## config.mk

```make
export PLATFORM = sky130hd
export DESIGN_NAME = trimmed_mean_adc_voltage_flat
export DESIGN_NICKNAME = d
export VERILOG_FILES = /design/src/rtl/tmav_pkg.sv /design/src/rtl/tmav_if.sv /design/src/rtl/tmav_window.sv /design/src/rtl/trimmed_mean_adc_voltage.sv /design/src/flat_wrapper.sv
export SDC_FILE = /design/constraint.sdc
export NUM_CORES = 1
export LEC_CHECK = 0
export BUFFER_PORTS_ARGS = -buffer_cell sky130_fd_sc_hd__buf_2
export CORE_MARGIN = 10
export CORE_UTILIZATION = 37
export DETAILED_ROUTE_END_ITERATION = 7
export GPL_TIMING_DRIVEN = 0
export HOLD_SLACK_MARGIN = 0.05
export PLACE_DENSITY_LB_ADDON = 0.3
export SLEW_MARGIN = 20
export SYNTH_ARGS = -nofsm -noshare
export SYNTH_HDL_FRONTEND = slang
export SYNTH_SLANG_ARGS = --single-unit
```

## constraint.sdc

```tcl
create_clock -name clk -period 11.1 [get_ports clk]
set_input_delay 1.665 -clock clk [delete_from_list [all_inputs] [get_ports clk]]
set_output_delay 1.665 -clock clk [all_outputs]
set_load 0.01 [all_outputs]
```

## src/rtl/tmav_pkg.sv

```systemverilog
// ----------------------------------------------------------------------------
// tmav_pkg
// Shared widths, types and scaling constants for the trimmed-mean voltage
// filter.
// ----------------------------------------------------------------------------
`default_nettype none

package tmav_pkg;

  localparam int SAMPLE_W = 12;
  localparam int SUM_W    = 18;
  localparam int COUNT_W  = 6;
  localparam int VOLT_W   = 6;

  typedef logic [SAMPLE_W-1:0] sample_t;
  typedef logic [SUM_W-1:0]    sum_t;
  typedef logic [COUNT_W-1:0]  count_t;
  typedef logic [VOLT_W-1:0]   volt_t;

  // Smallest-sample register starts at full scale.
  localparam sample_t SMALLEST_RESET = '1;

  // volts = floor(mean * VOLT_MUL / VOLT_DIV)
  localparam int VMUL_W   = 16;
  localparam int VDIV_W   = 22;
  localparam int VPROD_W  = SAMPLE_W + VMUL_W;
  localparam logic [VMUL_W-1:0] VOLT_MUL = 16'd39006;
  localparam logic [VDIV_W-1:0] VOLT_DIV = 22'd4095000;

  // Reciprocal of VOLT_DIV scaled by 2^VPROD_W, floored.
  localparam int VRECIP_W = 7;
  localparam logic [VRECIP_W-1:0] VOLT_RECIP =
    VRECIP_W'((64'd1 << VPROD_W) / 64'd4095000);

endpackage

`default_nettype wire

```

## src/rtl/tmav_if.sv

```systemverilog
// ----------------------------------------------------------------------------
// tmav_in_if / tmav_out_if
// Valid/ready channels for converter samples and filter results.
// ----------------------------------------------------------------------------
`default_nettype none

interface tmav_in_if;
  logic              valid;
  logic              ready;
  tmav_pkg::sample_t sample;

  modport source (output valid, output sample, input ready);
  modport sink   (input valid, input sample, output ready);
endinterface

interface tmav_out_if;
  logic              valid;
  logic              ready;
  tmav_pkg::sample_t trimmed_mean;
  tmav_pkg::volt_t   volts;

  modport source (output valid, output trimmed_mean, output volts, input ready);
  modport sink   (input valid, input trimmed_mean, input volts, output ready);
endinterface

`default_nettype wire

```

## src/rtl/tmav_window.sv

```systemverilog
// ----------------------------------------------------------------------------
// tmav_window
// Window accumulator: sum, largest and smallest over SAMPLES samples; emits
// the trimmed sum (sum minus largest minus smallest) on the closing sample.
// ----------------------------------------------------------------------------
`default_nettype none

module tmav_window #(
  parameter int SAMPLES = 22
) (
  input  logic            clk,
  input  logic            rst_n,
  tmav_in_if.sink         in_bus,
  output logic            trim_valid,
  input  logic            trim_ready,
  output tmav_pkg::sum_t  trim_data
);
  import tmav_pkg::*;

  localparam count_t LAST = COUNT_W'(SAMPLES - 1);

  count_t  count_r;
  sum_t    sum_r;
  sample_t largest_r;
  sample_t smallest_r;
  logic    trim_valid_r;
  sum_t    trim_r;

  logic    last;
  logic    accept;
  sum_t    sum_nxt;
  sample_t largest_nxt;
  sample_t smallest_nxt;
  sum_t    trim_nxt;

  assign last   = (count_r == LAST);
  // Only the closing sample needs room in the trimmed-sum register.
  assign in_bus.ready = !last || !trim_valid_r || trim_ready;
  assign accept = in_bus.valid && in_bus.ready;

  assign sum_nxt      = sum_r + SUM_W'(in_bus.sample);
  assign largest_nxt  = (in_bus.sample > largest_r)  ? in_bus.sample : largest_r;
  assign smallest_nxt = (in_bus.sample < smallest_r) ? in_bus.sample : smallest_r;
  assign trim_nxt     = sum_nxt - SUM_W'(largest_nxt) - SUM_W'(smallest_nxt);

  always_ff @(posedge clk) begin
    if (!rst_n) begin
      count_r      <= '0;
      sum_r        <= '0;
      largest_r    <= '0;
      smallest_r   <= SMALLEST_RESET;
      trim_valid_r <= 1'b0;
    end else begin
      if (accept) begin
        if (last) begin
          count_r    <= '0;
          sum_r      <= '0;
          largest_r  <= '0;
          smallest_r <= SMALLEST_RESET;
        end else begin
          count_r    <= count_r + 1'b1;
          sum_r      <= sum_nxt;
          largest_r  <= largest_nxt;
          smallest_r <= smallest_nxt;
        end
      end
      if (accept && last) begin
        trim_valid_r <= 1'b1;
      end else if (trim_ready) begin
        trim_valid_r <= 1'b0;
      end
    end
  end

  always_ff @(posedge clk) begin
    if (accept && last) begin
      trim_r <= trim_nxt;
    end
  end

  assign trim_valid = trim_valid_r;
  assign trim_data  = trim_r;

  // Closing sample leaves a cleared window and a pending trimmed beat.
  a_close: assert property (@(posedge clk) disable iff (!rst_n)
    (accept && last) |=> (count_r == '0 && trim_valid_r))
    else $error("window did not close cleanly");

  a_count: assert property (@(posedge clk) disable iff (!rst_n)
    count_r <= LAST)
    else $error("sample count past window length");

  a_order: assert property (@(posedge clk) disable iff (!rst_n)
    (count_r != '0) |-> (smallest_r <= largest_r))
    else $error("smallest exceeds largest in open window");

endmodule

`default_nettype wire

```

## src/rtl/trimmed_mean_adc_voltage.sv

```systemverilog
// ----------------------------------------------------------------------------
// trimmed_mean_adc_voltage
// Olympic trimmed-mean filter over windows of SAMPLES converter samples,
// with scaling of the mean to whole volts.
// ----------------------------------------------------------------------------
//
//   channel   dir   handshake      payload
//   in_bus    in    valid/ready    sample[11:0]
//   out_bus   out   valid/ready    trimmed_mean[11:0], volts[5:0]
//
// One sample beat per cycle. Once the closing sample of a window is accepted,
// out_bus.valid rises after the trimmed-sum register and five scaling stages
// (reciprocal multiply, correction, volt multiply, reciprocal
// multiply, correction). rst_n is synchronous, active low; it clears the
// window and all stage valids. in_bus.ready drops only on a closing sample
// while the trimmed-sum register and the pipe behind it are stalled.
// ----------------------------------------------------------------------------
`default_nettype none

module trimmed_mean_adc_voltage #(
  parameter int SAMPLES = 22
) (
  input  logic        clk,
  input  logic        rst_n,
  tmav_in_if.sink     in_bus,
  tmav_out_if.source  out_bus
);
  import tmav_pkg::*;

  // Divide by SAMPLES-2 through a floored reciprocal scaled by 2^SUM_W;
  // the estimate is exact or one short, fixed by one compare.
  localparam count_t MEAN_DIV = COUNT_W'(SAMPLES - 2);
  localparam logic [SUM_W:0] MEAN_RECIP = (SUM_W + 1)'((1 << SUM_W) / (SAMPLES - 2));
  localparam int P1_W  = 2 * SUM_W + 1;
  localparam int QD1_W = SUM_W + COUNT_W;
  localparam int P2_W  = VPROD_W + VRECIP_W;
  localparam int QD2_W = VRECIP_W + VDIV_W;

  // window -> stage 1
  logic trim_valid;
  logic trim_ready;
  sum_t trim_data;

  tmav_window #(.SAMPLES(SAMPLES)) u_window (
    .clk        (clk),
    .rst_n      (rst_n),
    .in_bus     (in_bus),
    .trim_valid (trim_valid),
    .trim_ready (trim_ready),
    .trim_data  (trim_data)
  );

  // stage valids and ready chain
  logic v1_r, v2_r, v3_r, v4_r, v5_r;
  logic rdy1, rdy2, rdy3, rdy4, rdy5;

  assign rdy5 = !v5_r || out_bus.ready;
  assign rdy4 = !v4_r || rdy5;
  assign rdy3 = !v3_r || rdy4;
  assign rdy2 = !v2_r || rdy3;
  assign rdy1 = !v1_r || rdy2;
  assign trim_ready = rdy1;

  // stage 1: trimmed sum times reciprocal
  sum_t             trim1_r;
  logic [P1_W-1:0]  p1_r;

  // stage 2: corrected mean
  logic [SUM_W-1:0] qe1;
  logic [QD1_W-1:0] qd1;
  sum_t             rem1;
  sum_t             mean_full;
  sample_t          mean2_r;

  assign qe1       = p1_r[P1_W-2:SUM_W];
  assign qd1       = QD1_W'(qe1) * QD1_W'(MEAN_DIV);
  assign rem1      = trim1_r - qd1[SUM_W-1:0];
  assign mean_full = qe1 + SUM_W'(rem1 >= SUM_W'(MEAN_DIV));

  // stage 3: mean times volt numerator
  sample_t            mean3_r;
  logic [VPROD_W-1:0] vprod3_r;

  // stage 4: volt product times reciprocal of volt denominator
  sample_t            mean4_r;
  logic [VPROD_W-1:0] vprod4_r;
  logic [P2_W-1:0]    p2_r;

  // stage 5: corrected volts, output register
  logic [VRECIP_W-1:0] qe2;
  logic [QD2_W-1:0]    qd2;
  logic [VPROD_W-1:0]  rem2;
  logic [VRECIP_W-1:0] volts_full;
  sample_t             mean5_r;
  volt_t               volts5_r;

  assign qe2        = p2_r[P2_W-1:VPROD_W];
  assign qd2        = QD2_W'(qe2) * QD2_W'(VOLT_DIV);
  assign rem2       = vprod4_r - qd2[VPROD_W-1:0];
  assign volts_full = qe2 + VRECIP_W'(rem2 >= VPROD_W'(VOLT_DIV));

  always_ff @(posedge clk) begin
    if (!rst_n) begin
      v1_r <= 1'b0;
      v2_r <= 1'b0;
      v3_r <= 1'b0;
      v4_r <= 1'b0;
      v5_r <= 1'b0;
    end else begin
      if (rdy1) v1_r <= trim_valid;
      if (rdy2) v2_r <= v1_r;
      if (rdy3) v3_r <= v2_r;
      if (rdy4) v4_r <= v3_r;
      if (rdy5) v5_r <= v4_r;
    end
  end

  always_ff @(posedge clk) begin
    if (rdy1 && trim_valid) begin
      trim1_r <= trim_data;
      p1_r    <= P1_W'(trim_data) * P1_W'(MEAN_RECIP);
    end
    if (rdy2 && v1_r) begin
      mean2_r <= mean_full[SAMPLE_W-1:0];
    end
    if (rdy3 && v2_r) begin
      mean3_r  <= mean2_r;
      vprod3_r <= VPROD_W'(mean2_r) * VPROD_W'(VOLT_MUL);
    end
    if (rdy4 && v3_r) begin
      mean4_r  <= mean3_r;
      vprod4_r <= vprod3_r;
      p2_r     <= P2_W'(vprod3_r) * P2_W'(VOLT_RECIP);
    end
    if (rdy5 && v4_r) begin
      mean5_r  <= mean4_r;
      volts5_r <= volts_full[VOLT_W-1:0];
    end
  end

  assign out_bus.valid        = v5_r;
  assign out_bus.trimmed_mean = mean5_r;
  assign out_bus.volts        = volts5_r;

  // Result volts are the floor of the scaled mean.
  a_volts_lo: assert property (@(posedge clk) disable iff (!rst_n)
    out_bus.valid |->
      (64'(out_bus.trimmed_mean) * 64'(VOLT_MUL) >= 64'(out_bus.volts) * 64'(VOLT_DIV)))
    else $error("volts above scaled mean");

  a_volts_hi: assert property (@(posedge clk) disable iff (!rst_n)
    out_bus.valid |->
      (64'(out_bus.trimmed_mean) * 64'(VOLT_MUL) <
       (64'(out_bus.volts) + 64'd1) * 64'(VOLT_DIV)))
    else $error("volts below floor of scaled mean");

  // A waiting result beat holds still.
  a_out_hold: assert property (@(posedge clk) disable iff (!rst_n)
    (out_bus.valid && !out_bus.ready) |=>
      (out_bus.valid && $stable(out_bus.trimmed_mean) && $stable(out_bus.volts)))
    else $error("result beat changed while stalled");

endmodule

`default_nettype wire
```

## src/flat_wrapper.sv

```systemverilog
// flat-port wrapper written by rule: the top's interface ports become plain ports
module trimmed_mean_adc_voltage_flat import tmav_pkg::*;
#(
  parameter int SAMPLES = 22
)
  (clk, rst_n, in_bus_valid, in_bus_sample, in_bus_ready, out_bus_valid, out_bus_trimmed_mean, out_bus_volts, out_bus_ready);
  tmav_in_if in_bus_i ();
  tmav_out_if out_bus_i ();
  input  logic clk;
  input  logic rst_n;
  input wire logic [$bits(in_bus_i.valid)-1:0] in_bus_valid;
  input wire logic [$bits(in_bus_i.sample)-1:0] in_bus_sample;
  output wire logic [$bits(in_bus_i.ready)-1:0] in_bus_ready;
  output wire logic [$bits(out_bus_i.valid)-1:0] out_bus_valid;
  output wire logic [$bits(out_bus_i.trimmed_mean)-1:0] out_bus_trimmed_mean;
  output wire logic [$bits(out_bus_i.volts)-1:0] out_bus_volts;
  input wire logic [$bits(out_bus_i.ready)-1:0] out_bus_ready;
  assign in_bus_i.valid = in_bus_valid;
  assign in_bus_i.sample = in_bus_sample;
  assign in_bus_ready = in_bus_i.ready;
  assign out_bus_valid = out_bus_i.valid;
  assign out_bus_trimmed_mean = out_bus_i.trimmed_mean;
  assign out_bus_volts = out_bus_i.volts;
  assign out_bus_i.ready = out_bus_ready;
  trimmed_mean_adc_voltage #(.SAMPLES(SAMPLES)) u_core (.clk(clk), .rst_n(rst_n), .in_bus(in_bus_i), .out_bus(out_bus_i));
endmodule
```

# --- After elaboration in Yosys (flattened, before gate mapping) ---
# Index checks and enable logic that the tools add are counted.
totals:
  ff_bits: 264
classes:
  add_sub_neg: 8
  multipliers: 5
  order_cmp: 4
  n_eq_ne: 1
  mux: 8
  reduce_logical: 22
op_table:
  columns: ["cell", "count"]
  rows:
  - ["12-bit two-way mux", 4]
  - ["18-bit by 12-bit subtractor with 18-bit output", 2]
  - ["27-bit by 7-bit multiplier with 34-bit output, second input constant", 1]
  - ["18-bit by 14-bit multiplier with 32-bit output, second input constant", 1]
  - ["28-bit by 22-bit greater-or-equal comparator with 1-bit output, second input constant", 1]
  - ["28-bit subtractor", 1]
  - ["12-bit by 15-bit multiplier with 27-bit output, second input constant", 1]
  - ["7-bit by 19-bit multiplier with 25-bit output, second input constant", 1]
  - ["18-bit by 12-bit adder with 18-bit output", 1]
  - ["18-bit by 5-bit greater-or-equal comparator with 1-bit output, second input constant", 1]
  - ["18-bit two-way mux", 1]
  - ["18-bit subtractor", 1]
  - ["14-bit by 3-bit multiplier with 16-bit output, second input constant", 1]
  - ["12-bit by 1-bit adder with 12-bit output", 1]
  - ["12-bit > comparator", 1]
  - ["12-bit < comparator", 1]
  - ["1-bit logical AND", 7]
  - ["1-bit zero test", 7]
  - ["1-bit logical OR", 7]
  - ["6-bit by 1-bit adder with 6-bit output", 1]
  - ["6-bit by 1-bit adder with 6-bit output, second input constant", 1]
  - ["6-bit by 5-bit == test with 1-bit output, second input constant", 1]
  - ["6-bit two-way mux", 1]
  - ["1-bit two-way mux", 2]
  - ["2-bit nonzero test", 1]

# --- Depth between registers and ports, before layout ---
logic_depth:
  word_depth: 10
  depth_mapped: 32
  mapped_depth_nobuf: 32

# --- Cells and area by module ---
# Synthesis repeated with hierarchy kept, for this count alone.
unflattened:
  hier_cells: 2093
  hier_area_um2: 21953.6
modules_own_cells:
  columns: ["mod", "n_inst", "cells_per_inst", "area_per_inst_um2"]
  rows:
  - ["trimmed_mean_adc_voltage", 1, 1550, 17080.1]
  - ["tmav_window", 1, 543, 4873.4]

# --- Worst setup path after synthesis ---
# No wires, ideal clock.
synth_path:
  path_kind: "reg-to-reg"
  from: "register u_core.p2_r[32]"
  to: "register u_core.volts5_r[4] (netlist: u_core.out_bus.volts[4]) (data pin)"
  t_arrival_ns: 6.514
  required_ns: 10.836
  slack_ns: 4.323
  stages_incl_launch_ff: 30
  synth_period_minus_slack_ns: 6.777
  path_cell_list: "edfxtp_1 > fa_1 > inv_1 > fa_1 > fa_1 > fa_1 > inv_1 > ha_1 > a21o_1 > a21oi_1 > o211ai_1 > a31oi_1 > nor2b_1 > o21ai_0 > nand2b_1 > xnor2_1 > ha_1 > o21a_1 > nor2_1 > nor2_1 > nand2_1 > nand2_1 > a31oi_1 > xnor2_1 > xnor2_1 > or4_1 > ha_1 > ha_1 > nand2_1 > xnor2_1"
synth_via:
  elab_chain_cells: 4
synth_lines:
  columns: ["element", "line_no", "source"]
  rows:
  - ["start: declaration", "trimmed_mean_adc_voltage.sv:87", "logic [P2_W-1:0] p2_r;"]
  - ["start signal: assignment", "trimmed_mean_adc_voltage.sv:133", "p2_r <= P2_W'(vprod3_r) * P2_W'(VOLT_RECIP);"]
  - ["7-bit by 19-bit multiplier with 25-bit output", "trimmed_mean_adc_voltage.sv:98", "assign qd2 = QD2_W'(qe2) * QD2_W'(VOLT_DIV);"]
  - ["28-bit subtractor", "trimmed_mean_adc_voltage.sv:99", "assign rem2 = vprod4_r - qd2[VPROD_W-1:0];"]
  - ["28-bit by 22-bit greater-or-equal comparator with 1-bit output", "trimmed_mean_adc_voltage.sv:100", "assign volts_full = qe2 + VRECIP_W'(rem2 >= VPROD_W'(VOLT_DIV));"]
  - ["6-bit by 1-bit adder with 6-bit output *", "trimmed_mean_adc_voltage.sv:100", null]
  - ["net u_core.volts_full[4]", "trimmed_mean_adc_voltage.sv:93", "logic [VRECIP_W-1:0] volts_full;"]
  - ["end signal: assignment", "trimmed_mean_adc_voltage.sv:137", "volts5_r <= volts_full[VOLT_W-1:0];"]
  - ["end: declaration", "trimmed_mean_adc_voltage.sv:95", "volt_t volts5_r;"]
# The timed path passes the listed nets; every way through them passes the cells marked *.
# A chain may end at the register's enable or synchronous reset.

# --- Final worst setup path ---
# Ends and elaborated chain as after synthesis.

==> impl_results.rst <==
.. list-table::
   :header-rows: 1

   * - Metric
     - Value
   * - Post-synth cell types
     - 74
   * - Global-route wire length before repair
     - a little over 80000 um
   * - Peak Freq
     - roughly 130 MHz
   * - Worst-Skew Late Latency
     - between 0.5 and 0.6 ns
   * - Largest cells by area after synthesis
     - ha_1 25%, edfxtp_1 22%, fa_1 15%
   * - Startpoint Class
     - flop
   * - Number of global-route vias before repair
     - roughly 16000
   * - Path category of the worst min-delay check
     - flop to flop
   * - Share of synthesized area occupied by flip-flops and latches
     - 0.266
   * - Number of instances in the synthesized netlist
     - roughly 2100
   * - Most common library cell in the layout ignoring fill and taps
     - ha_1
   * - Number of levels in the clock H-tree
     - 1
   * - Met1 layer wirelength in the final routing
     - 22300 um
   * - Core region area
     - roughly 0.06 mm2
   * - Yosys Warn Count
     - 0
   * - Area added between synthesis and finish
     - 10.0%
   * - Slowest stage delay, CP
     - 0.68 ns
   * - Iteration-0 DRC count of the detailed router
     - about 780
   * - Total Routing Usage GR
     - 0.141
   * - Clock tree skew after final layout
     - between 0.02 and 0.03 ns
   * - Number of cell instances on the worst register-to-register path
     - 29
   * - Global-route congestion overflow total
     - 0
   * - Initial antenna violation count
     - 1
   * - Number of port buffers
     - 34
   * - Top library cells by usage in the layout, fill and taps aside
     - 438 x ha_1, 313 x inv_1, 161 x fa_1
   * - Max Buffers Root-to-Sink
     - 3
   * - LEAKAGE
     - around 0.011 uW
   * - Drt via density
     - approximately 5.2
   * - Overall routed net length
     - around 50000 um
   * - Quantity of gates resized following cts
     - 0
   * - Detailed placement HPWL
     - between 40000 and 50000 um
   * - Result of the run
     - complete, no violations
   * - Number of flip-flops and latches in the synthesized netlist
     - ~210
   * - Post-synth net total
     - 2747
   * - Share of final-layout standard cells stronger than drive strength 1
     - 0.0501
   * - Number of nets in the finished design
     - around 2800
   * - Dominant cell type by area after synthesis
     - ha_1
   * - Post-route antenna net violation count
     - 0
   * - Uppermost routed layer
     - met4
   * - Fin util
     - 0.412
   * - Async S/R FF share, synth
     - 0
   * - Post-CTS Repair Setup Buffers
     - 0
   * - Post-synthesis average cell area
     - 10.4 um2
   * - Width of the die
     - 265 um
   * - Wire length per cell
     - about 16 um
   * - Routed vias
     - about 16000
   * - CTS tree
     - yes
   * - Met3 wire length
     - between 1500 and 2000 um
   * - Power per unit of standard cell area
     - 92.7 mW/mm2
   * - Post-route minimum period
     - about 7.6 ns
   * - Setup Total Neg Slack
     - 0 ns
   * - Max Cap Violations
     - 0
   * - Portion of the clock cycle consumed by the worst path in the final layout
     - 0.686
   * - Pins Over Slew Limit
     - 0
   * - Total setup violations reported at the end of the flow
     - 0
   * - Main synth FF type
     - edfxtp_1
   * - Classification of the worst setup path
     - flop to flop
   * - CP Capture Type
     - flop
   * - Worst Tran Pin Value
     - ~1.0 ns
   * - Effective utilization at floorplan
     - 0.374
   * - Buffer cell driving the clock tree root
     - clkbuf_16
   * - Cell count of the worst hold path
     - 0
   * - IO Pins
     - 36
   * - Tightest hold margin
     - 0.417 ns
   * - Vert. Die Dim
     - 265 um
   * - Overall die area
     - between 0.07 and 0.08 mm2
   * - Pre-Repair DR Iteration Count
     - 5
   * - Crit path arrival time
     - a little under 8 ns
   * - Netlist area before placement
     - between 0.02 and 0.025 mm2
   * - Antenna diode count
     - 0
   * - Final weighted congestion of routability-driven global placement
     - roughly 0.87
   * - Synth top area share
     - 0.247
   * - Residual DRC
     - 0
   * - CP Max Fanout
     - 7
   * - Slowest stage cell on the critical path
     - fa_1
   * - Critical path required time
     - between 10 and 15 ns
   * - Pin count of the biggest net entering global routing
     - 25
   * - Count of final hold-check violations
     - 0
   * - Number of synthesized flops with an enable pin
     - 160
   * - Total number of clock tree sinks
     - around 210
   * - RSZ-0062 raised after global routing
     - no
   * - Hold-fix buffer count after cts
     - 0
   * - Max VDD drop
     - 0.108 mV
   * - Total of fill cells in the finished design
     - 5607
   * - Cts bufs inserted
     - 27
   * - Met2 layer wire length in the routed design
     - between 20000 and 25000 um
   * - Number of rows created at floorplan
     - 89
   * - Max-Slew Margin vs Limit
     - 0.312
   * - Clock input transition at the sequential cells of the worst setup and hold paths
     - roughly 0.050 ns
-- layer usage --
| layer | GRT usage | vias to the layer above |
|---|---|---|
| met4 | 0.0328 | 0 |
| met2 | 0.250 | 219 |
| met1 | 0.176 | 7526 |
| met5 | 0 | - |
| met3 | 0.0218 | 79 |
| li1 | - | 7687 |
-- logic make-up after synthesis --
kind of cell	count (synthesis)	synth area share
fa+ha+maj	599	0.393
xor+xnor	138	0.0546
compound gates	406	0.122
mux	40	0.0182
simple gates	401	0.0897
flops	214	0.266
buf+inv	334	0.0567
-- power by group --
part / total, uW / switching (uW) / internal (uW) / leakage (uW)
clock: 920 / 357 / 562 / 0.000450
sequential: 900 / 10.4 / 889 / 0.00188
combinational: 439 / 244 / 196 / 0.00890
-- through the flow --
step | area, um2 | setup WS, ns | std cells | power [uW]
6_report | 24400 | 3.49 | 2990 | 2260
5_1_grt | 24400 | 2.97 | 2990 | 2380
4_1_cts | 24400 | 3.48 | 2990 | 2290
3_5_place_dp | 23400 | 3.54 | 2944 | 1360
3_3_place_gp | 23300 | 3.46 | 2939 | 1350
2_1_floorplan | 22100 | 4.32 | 2132 | 1250
-- flip-flops by register name, indices dropped and copies added, names as in the netlist, 6 cells and up --
register / flops
u_core.mean2_r: 12
u_core.mean3_r: 12
u_core.mean4_r: 12
u_core.out_bus.trimmed_mean: 12
u_core.out_bus.volts: 6
u_core.p1_r: 14
u_core.p2_r: 7
u_core.trim1_r: 16
u_core.u_window.count_r: 6
u_core.u_window.largest_r: 12
u_core.u_window.smallest_r: 12
u_core.u_window.sum_r: 18
u_core.u_window.trim_data: 18
u_core.vprod3_r: 26
u_core.vprod4_r: 25
-- worst max-delay path, delay by kind of cell (launching register included) --
family / cells / cell delay [ns]
buffers and inverters: 2 / 0.18
and+or+nand+nor: 8 / 1.12
adders and majority gates: 8 / 3.42
AOI/OAI and AO/OA: 7 / 1.55
xor gates and xnor gates: 4 / 0.51
DFF: 1 / 0.57
-- worst paths after layout --
kind,slack (ns),from,end
setup / recovery,3.49,u_core.p2_r[32]$_DFFE_PP_,u_core.out_bus.volts[4]$_DFFE_PP_
hold / removal,0.42,u_core.mean4_r[11]$_DFFE_PP_,u_core.out_bus.trimmed_mean[11]$_DFFE_PP_
setup reg to reg,3.49,u_core.p2_r[32]$_DFFE_PP_,u_core.out_bus.volts[4]$_DFFE_PP_
hold reg to reg,0.42,u_core.mean4_r[11]$_DFFE_PP_,u_core.out_bus.trimmed_mean[11]$_DFFE_PP_
-- cell type report --
cell class,instances,area (um2),share of cell area
clock inverter,17,240,0.00986
buffer,21,80.1,0.00329
timing repair buffer,39,295,0.0121
sequential,214,5890,0.242
inverter,313,1170,0.0482
tap,773,967,0.0397
clock buffer,29,683,0.0280
multi-input combinational,1584,15000,0.617
-- synthesized netlist by cell type (all sizes together), types with 10 or more instances --
master and n:
or2 10, dfxtp 54, a21o 45, o21bai 11, clkbuf 19, mux2i 38
o31ai 15, a21oi 103, and3 16, and2 13, a31oi 18, o21ai 75
nor3 40, edfxtp 160, nand2b 17, nand3 29, ha 438, o21a 20
a211oi 12, xor2 54, inv 313, o211ai 12, a41oi 13, nand4 20
nor2b 38, nor2 99, fa 161, xnor2 84, nand2 93, a22oi 14
Power figures use the tool's default switching activity.
